## src/rtl/rmq_sqrt_cell.sv

```systemverilog
module rmq_sqrt_cell #(
   parameter int SW = 16,
   parameter int VW = 32,
   parameter int PW = 8
) (
   input  logic          clock,
   input  logic          reset,
   input  logic          en,
   input  logic          up_vld,
   input  logic [SW-1:0] up_root,
   input  logic [SW+1:0] up_rem,
   input  logic [VW-1:0] up_val,
   input  logic [PW-1:0] up_side,
   output logic          dn_vld,
   output logic [SW-1:0] dn_root,
   output logic [SW+1:0] dn_rem,
   output logic [VW-1:0] dn_val,
   output logic [PW-1:0] dn_side
);
   logic          vld_ff;
   logic [SW-1:0] root_ff, root_in;
   logic [SW+1:0] rem_ff, rem_in;
   logic [VW-1:0] val_ff, val_in;
   logic [PW-1:0] side_ff;
   logic [SW+3:0] rem_t;
   logic [SW+3:0] trial;
   logic          ge;

   // one result bit per cell: bring down two radicand bits, try 4*root+1
   always_comb begin
      rem_t   = {up_rem, up_val[VW-1 -: 2]};
      trial   = {2'b00, up_root, 2'b01};
      ge      = (rem_t >= trial);
      rem_in  = ge ? (SW+2)'(rem_t - trial) : (SW+2)'(rem_t);
      root_in = {up_root[SW-2:0], ge};
      val_in  = {up_val[VW-3:0], 2'b00};
   end

   always_ff @(posedge clock) begin
      if (reset) begin
         vld_ff <= 1'b0;
      end else if (en) begin
         vld_ff <= up_vld;
      end
   end

   always_ff @(posedge clock) begin
      if (en) begin
         root_ff <= root_in;
         rem_ff  <= rem_in;
         val_ff  <= val_in;
         side_ff <= up_side;
      end
   end

   assign dn_vld  = vld_ff;
   assign dn_root = root_ff;
   assign dn_rem  = rem_ff;
   assign dn_val  = val_ff;
   assign dn_side = side_ff;
endmodule

```

## config.mk

```make
export PLATFORM = sky130hd
export DESIGN_NAME = rmq_sqrt_cell
export DESIGN_NICKNAME = d
export VERILOG_FILES = /design/src/rtl/rmq_sqrt_cell.sv
export SDC_FILE = /design/constraint.sdc
export NUM_CORES = 1
export LEC_CHECK = 0
export BUFFER_PORTS_ARGS = -buffer_cell sky130_fd_sc_hd__buf_4
export CAP_MARGIN = 25
export CORE_MARGIN = 10
export CORE_UTILIZATION = 37
export DETAILED_ROUTE_END_ITERATION = 7
export HOLD_SLACK_MARGIN = 0.06
export PLACE_DENSITY = 0.64
export REMOVE_ABC_BUFFERS = 1
export SLEW_MARGIN = 10
export SYNTH_ARGS = -nofsm -noshare
export SYNTH_HDL_FRONTEND = slang
export SYNTH_SLANG_ARGS = --single-unit
```

## constraint.sdc

```tcl
create_clock -name clock -period 2.5 [get_ports clock]
set_input_delay 0.5 -clock clock [delete_from_list [all_inputs] [get_ports clock]]
set_output_delay 0.5 -clock clock [all_outputs]
set_load 0.05 [all_outputs]
```

==> metrics.cfg <==
[synth]
netlist_instances = 226
yosysUniqueCellTypes = 45
synth_area_per_cell_um2 = 15.01
ys_ff_latch = 73
syn_area_um2 = 3392
ys_warn_count = 0
ys_seq_area_share_pct = 64.33

[clock_tree]
cts_sinks = 73
ctsHoldBuffers = 0
ctsResizeCount = 0
path_clk_slew_ns = 0.08
cts_made_buffers = 9
post-cts-setup-buffers = 0
ctsHtreeMaxLevel = 3
insertion_delay_ns = 0.34
cts_buffer_depth = 2
cts_root_buf = clkbuf_8
cts_tree = done

[die]
core_um2 = 8806
die_w_um = 115.7
boundaryPins = 153
fp-row-count = 34
die_y_um = 115.7
initial_core_util_pct = 38.52
dieArea_um2 = 13400

[grt]
first_global_vias = 2651
grtUsageTotal_pct = 13.82
grt_max_degree = 39
grt_pass1_wl_um = 14370
gr-total-overflow = 0
antenna_found_initial = 0

[sta]
worst_slew_pin_slew_ns = 0.5378
setup_viol = 0
timing.final.crit_share_pct = 93.12
setup_slack_ns = 0.1721
skew_ns = 0
grt_setup_unrepaired = false
max-slew-margin-rel_pct = 64.08
fmax_mhz = 429.6
hold_viol = 0
maxSlewViolCount = 0
period_minus_slack_ns = 2.328
tns_ns = 0

[run_status]
status = complete, no violations

[critical_path]
path_class = primary input to flop
required_ns = 2.59
end_kind = flop
arrival_ns = 2.42
setup.worst_path.start_class = primary input
crit_fanout = 6

[power_and_ir_drop]
p_per_area_nw_per_um2 = 704.5
power_leakage_nw = 2.283
fin_total_pwr_mw = 3.606
ir_drop_uv = 317.8

[finish]
antennaDiodeCount = 0
nNetsFinal = 517
area_delta_synth_final_pct = 50.90
stdcell_count = 534
final_layout_size_suffix_gt1_share_pct = 53.99
design_area_um2 = 5119

[routing]
routed_wl_um = 9686
antenna_left = 0
wl_per_cell_um = 18.14
drt_iter0_markers = 126
dr.pass1.iters = 4
via_per_inst = 4.770
vias = 2547
drc = 0

[place]
dp_hpwl_um = 7779
post-place-ws_ns = -0.1855
dpl_cell_area_um2 = 4922
port_buffers = 150
place_congestion = 0.7753
dp_cells = 518

[worst_hold_path]
hp-class = primary input to flop

[job]
maxCapViolations = 0

-- area by class of cell --
cell class | count | area, um2
multi-input combinational | 130 | 1097
clock inverter | 6 | 68.82
fill | 745 | 3687
timing repair buffer | 188 | 1436
inverter | 19 | 71.32
sequential | 73 | 2182
clock buffer | 10 | 127.6
tap | 108 | 135.1
-- Yosys cell counts, drive strengths merged --
library cell  number  area (um2)
xnor2             13       113.9
o21bai             2       15.01
edfxtp            72        2162
xor2               4       35.03
o21ai              7       46.29
a21oi             12       67.57
or3                1       11.26
nor3               2       10.01
a31oi              3       25.02
a2111oi            1       15.01
o211ai             1       7.510
a211oi             3       32.53
inv               19       71.32
o41a               1       11.26
buf                5       45.04
nand2             10       37.54
mux2              16       206.5
o22ai              1       20.02
a311oi             2       23.77
o21a               3       22.52
conb               1       3.750
nand4              2       12.51
nor2b              2       15.02
nand2b             2       12.51
dfxtp              1       20.02
nand3              2       10.01
and3               2       12.51
o31ai              1       7.510
and2b              1       7.510
a221o              1       10.01
a21o               1       7.510
ha                18       225.2
mux2i              2       20.02
nor2              11       41.29
a21boi             1       7.510
-- stage by stage --
step	utilization [%]	hold slack, ns
after detailed placement	55.90	0.5038
after CTS	58.13	0.2886
after global placement	55.90	0.4799
final	58.13	0.3044
after global routing	58.13	0.2999
after floorplan	-	0.5724
-- worst paths after layout --
kind	from	end	slack, ns	depth (start not counted)
max reg2reg	dn_vld	dn_vld	1.90	2
max	up_root[12]	dn_rem[11]	0.17	10
min	reset	dn_vld	0.30	2
min reg2reg	dn_vld	dn_vld	0.52	2
-- power by group --
group	switching [mW]	internal, mW
Sequential	0.0335	1.49
Combinational	0.712	0.453
Clock	0.453	0.465
Total	1.20	2.41
-- routing by layer --
metal  wire [um]  global-route usage, %  part of all wire [%]  vias to the layer above
met3        1460                  7.855                    15                        8
met5           0                      0                     0                        -
li1            -                      -                     -                     1229
met2        4376                  22.39                    45                      132
met1        3783                  15.16                    39                     1178
met4          66                  4.337                  0.68                        0
-- state kept, by name, summed over array words and instances (netlist names) --
signal and flops:
dn_val 30, dn_rem 18, dn_root 16, dn_side 8
dn_vld 1
-- layout by cell type (no fill, tap or decap), types with 4 or more instances in the layout --
master / instances
edfxtp_1: 72
clkbuf_8: 9
xor2_1: 4
mux2_4: 7
nor2_1: 11
buf_4: 186
inv_1: 19
nand2_1: 10
xnor2_1: 13
a21oi_1: 10
ha_1: 18
mux2_2: 9
-- logic make-up (layout without fill, tap and decap cells) --
logic type	after synthesis	in the layout	share of synthesized area, %
mux	18	18	6.677
simple gates	35	35	5.017
compound gates	40	40	9.406
buf+inv	24	223	3.430
flops	73	73	64.33
xor+xnor	17	17	4.389
fa+ha+maj	18	18	6.640
other cells	1	2	0.1106
-- worst max-delay path, cell delays in order --
cell and delay [ns]:
buf_4 0.08, inv_1 0.03, ha_1 0.35, a21oi_1 0.21
a21boi_0 0.13, a311oi_2 0.30, nor2b_2 0.24, o21ai_4 0.09
buf_4 0.19, mux2_4 0.30
(Power assumes the default switching activity.)
