`src/rtl/rmq_pkg.sv`:
```
package rmq_pkg;

   localparam int FRAC_BITS_DEF  = 14;
   localparam int DATA_WIDTH_DEF = 16;

   // Non-dominant components are divided in parallel lanes
   localparam int NUM_LANES = 3;

   typedef enum logic [1:0] {
      BR_TRACE = 2'd0,
      BR_COL0  = 2'd1,
      BR_COL1  = 2'd2,
      BR_COL2  = 2'd3
   } branch_type;

endpackage

```
`src/rtl/rmq_div_cell.sv`:
```
module rmq_div_cell #(
   parameter int SW  = 16,
   parameter int DVW = 31,
   parameter int PW  = 8
) (
   input  logic                              clock,
   input  logic                              reset,
   input  logic                              en,
   input  logic                              up_vld,
   input  logic [SW-1:0]                     up_div,
   input  logic [rmq_pkg::NUM_LANES*SW-1:0]  up_rem,
   input  logic [rmq_pkg::NUM_LANES*DVW-1:0] up_dvd,
   input  logic [PW-1:0]                     up_side,
   output logic                              dn_vld,
   output logic [SW-1:0]                     dn_div,
   output logic [rmq_pkg::NUM_LANES*SW-1:0]  dn_rem,
   output logic [rmq_pkg::NUM_LANES*DVW-1:0] dn_dvd,
   output logic [PW-1:0]                     dn_side
);
   localparam int NL = rmq_pkg::NUM_LANES;

   logic                vld_ff;
   logic [SW-1:0]       div_ff;
   logic [NL*SW-1:0]    rem_ff, rem_in;
   logic [NL*DVW-1:0]   dvd_ff, dvd_in;
   logic [PW-1:0]       side_ff;

   // one restoring step per lane; quotient bits shift in behind the dividend
   for (genvar l = 0; l < NL; l++) begin : g_lane
      logic [SW:0] rem_t;
      logic        ge;
      always_comb begin
         rem_t = {up_rem[l*SW +: SW], up_dvd[l*DVW + DVW-1]};
         ge    = (rem_t >= {1'b0, up_div});
         rem_in[l*SW +: SW]   = ge ? SW'(rem_t - {1'b0, up_div}) : SW'(rem_t);
         dvd_in[l*DVW +: DVW] = {up_dvd[l*DVW +: DVW-1], ge};
      end
   end

   always_ff @(posedge clock) begin
      if (reset) begin
         vld_ff <= 1'b0;
      end else if (en) begin
         vld_ff <= up_vld;
      end
   end

   always_ff @(posedge clock) begin
      if (en) begin
         div_ff  <= up_div;
         rem_ff  <= rem_in;
         dvd_ff  <= dvd_in;
         side_ff <= up_side;
      end
   end

   assign dn_vld  = vld_ff;
   assign dn_div  = div_ff;
   assign dn_rem  = rem_ff;
   assign dn_dvd  = dvd_ff;
   assign dn_side = side_ff;
endmodule
```
`config.mk`:
```
export PLATFORM = sky130hd
export DESIGN_NAME = rmq_div_cell
export DESIGN_NICKNAME = d
export VERILOG_FILES = /design/src/rtl/rmq_pkg.sv /design/src/rtl/rmq_div_cell.sv
export SDC_FILE = /design/constraint.sdc
export NUM_CORES = 1
export LEC_CHECK = 0
export BUFFER_PORTS_ARGS = -buffer_cell sky130_fd_sc_hd__buf_2
export CELL_PAD_IN_SITES_DETAIL_PLACEMENT = 2
export CELL_PAD_IN_SITES_GLOBAL_PLACEMENT = 2
export CORE_MARGIN = 1
export CORE_UTILIZATION = 30
export DETAILED_ROUTE_END_ITERATION = 7
export GPL_TIMING_DRIVEN = 0
export PLACE_DENSITY = 0.84
export SYNTH_ARGS = -nofsm -noshare
export SYNTH_HDL_FRONTEND = slang
export SYNTH_SLANG_ARGS = --single-unit
```
`constraint.sdc`:
```
create_clock -name clock -period 6.9 [get_ports clock]
set_input_delay 1.38 -clock clock [delete_from_list [all_inputs] [get_ports clock]]
set_output_delay 1.38 -clock clock [all_outputs]
set_load 0.02 [all_outputs]
```
==> impl_results.md <==
* TritonCTS Buffers at 17
* Most frequent cells in the layout: buf_2, edfxtp_1, ha_1
* # fillers at 2642
* WP data required at 7080 ps
* Via count at 6313
* Crit path max fanout at 10
* Share of layout cells above drive strength 1 at 0.463
* Status: completed
* Root Buffer: clkbuf_16
* RSZ-0062 raised after global routing: no
* Fin util at 0.418
* Setup-failing EPs final at 0
* Fin. max-slew vios at 0
* Final Critical Period at 4240 ps
* Commonest non-fill, non-tap cell in the layout: buf_2
* Crit share post-route at 0.615
* CTS resizes at 0
* Pleak at 0.00464 uW
* Largest net degree at the start of global routing at 91
* Post-synth design cell area at 7880 um^2
* Syn_nets at 767
* Worst-Skew Late Latency at 450 ps
* Yosys cell types at 57
* Critical path buffer and inverter count at 3
* Post-route antenna net violation count at 0
* CTS hold repair buffers at 0
* Synthesized area per cell at 14.4 um^2
* Layout Nets at 1121
* DRT iter0 DRCs at 251
* Number of clock sinks at 166
* Ys Warns at 0
* Crit Path Class: input port to flop
* Max-cap viol count at 0
* Post-CTS Setup Bufs at 0
* CP Cell Sequence: buf_2 > inv_1 > ha_1 > nand3_1 > o21ai_0 > a21oi_1 > o21a_1 > a21oi_2 > buf_4 > mux2_2
* Number of port buffers at 334
* Initial Util at 0.309
* Final Skew at 0 ps
* Die Y-Extent at 164 um
* First-pass GRT wire length at 42400 um
* Via-to-Cell Ratio at 5.01
* DIE AREA at 26900 um^2
* Core box area at 25500 um^2
* Fin worst setup slack at 2660 ps
* Total GRT Usage at 0.222
* Sequential share of the synthesized area at 0.632
* Slowest stage delay, CP at 460 ps
* Congestion Overflow GR at 0
* Io pins at 335
* Ys flop type: edfxtp_1
* Arrival time worst endpoint at 4420 ps
* EDFF count, synth at 165
* Pre-CTS WS at 2270 ps
* Slew of the pin with the lowest slew margin at 678 ps
* Fmax at 0.236 GHz
* Syn-to-layout area delta at 35.3%
* Clk slew on worst S/H paths at 90 ps
* Final non-filler cell total at 1259
* First-pass detailed-route iteration total at 4
* Setup tns final at 0 ps
* Cells after synthesis at 547
* CTS max path bufs at 2
* Area of the multi-input gates at 2720 um^2
* Synth async-reset ratio at 0
* Rows at 58
* Maximum VDD drop at 312 uV
* Power Density at 277 nW/um^2
* Hold slack at 529 ps
* Vias in the first global route at 6812
* Routed wire per std cell at 26.0 um
* Die extent in x at 164 um
* #FFs+latches synth at 166
* Startpoint types: input port
* Final Hold Fails at 0
* Top cell family by delay on the critical path: compound AO/OA/AOI/OAI gates
* Sequential Area at 4970 um^2
* Clock H-tree levels at 4
* Normalized max-slew margin at 0.548
* Placed Cells at 1212
* CTS tree: yes
* CP endpoint kind: flop
* Hold crit path type: flop to flop
* Residual DRC count at 0
* Critical-path top delay cell: o21ai_0
* Initial antenna violation count at 14
* Final WL at 32700 um
* Routability cong. at 0.891
* DPL Wire Length at 24600 um
## tightest hold or removal path, stage by stage (launching register included)
cell and delay, ps:
dfxtp_1 340, mux2i_1 80, nor2_1 80
## cells by family after synthesis
family | Yosys count | synth area share
DFF | 166 | 0.632
AOI/OAI and AO/OA | 120 | 0.102
and+or+nand+nor | 87 | 0.0566
adders and majority gates | 51 | 0.0839
muxes | 48 | 0.0678
buffers and inverters | 43 | 0.0229
xor gates and xnor gates | 32 | 0.0356
## through the flow
step                      total power, uW  instance area, um^2
after floorplan                      1670                 7880
final                                2950                10700
after detailed placement             1950                10000
after global placement               1910                 9960
after CTS                            2950                10600
after global routing                 3060                10700
## final timing paths
check        startpoint    endpoint  slack [ps]  cells after the start
max           up_div[4]  dn_rem[11]        2660                     10
min              dn_vld      dn_vld         530                      2
max reg2reg      dn_vld      dn_vld        6280                      2
min reg2reg      dn_vld      dn_vld         530                      2
## registers in the layout (all words and copies together) (netlist names)
name     count
dn_rem      48
dn_side      8
dn_vld       1
dn_dvd      93
dn_div      16
## synthesized netlist by cell type (all sizes together), types with 2 or more instances
cell type	instances	area (um^2)
o31a	2	17.5
a211oi	7	52.6
mux2i	8	80.1
nor4	3	18.8
fa	3	60.1
o211ai	2	20.0
buf	4	33.8
xor2	8	70.1
o21ai	23	115
o22ai	2	12.5
or3	3	23.8
a211o	3	26.3
nor2	25	93.8
xnor2	24	210
a221oi	2	17.5
edfxtp	165	4950
o21bai	8	60.1
a21oi	38	205
nor3	8	40.0
nand4	4	25.0
o21a	8	60.1
a21o	12	90.1
a31o	2	17.5
nand2b	6	37.5
nor2b	5	38.8
nand3	12	60.1
inv	39	146
ha	48	601
mux2	40	454
nand2	14	52.6
## metal layers
metal / global-route usage / wire (um) / part of all wire
met5: 0 / 16 / 0.00049
met3: 0.0598 / 2040 / 0.062
met2: 0.433 / 18000 / 0.55
met4: 0.0951 / 1170 / 0.036
met1: 0.216 / 11500 / 0.35
## power breakdown
part / internal (uW) / total, uW / switching, uW / leakage (uW)
Clock: 503 / 1010 / 507 / 0.000301
Combinational: 251 / 665 / 414 / 0.00271
Sequential: 1240 / 1280 / 40.0 / 0.00162
Total: 1990 / 2950 / 960 / 0.00464
## area by class of cell
class | count | share of cell area
Clock inverter | 14 | 0.0169
Antenna cell | 15 | 0.00352
Multi-Input combinational cell | 338 | 0.255
Timing Repair Buffer | 335 | 0.160
Clock buffer | 18 | 0.0412
Buffer | 4 | 0.00317
Inverter | 39 | 0.0137
Sequential cell | 166 | 0.467
Tap cell | 330 | 0.0388
No activity file was read; power rests on OpenSTA's default activity.
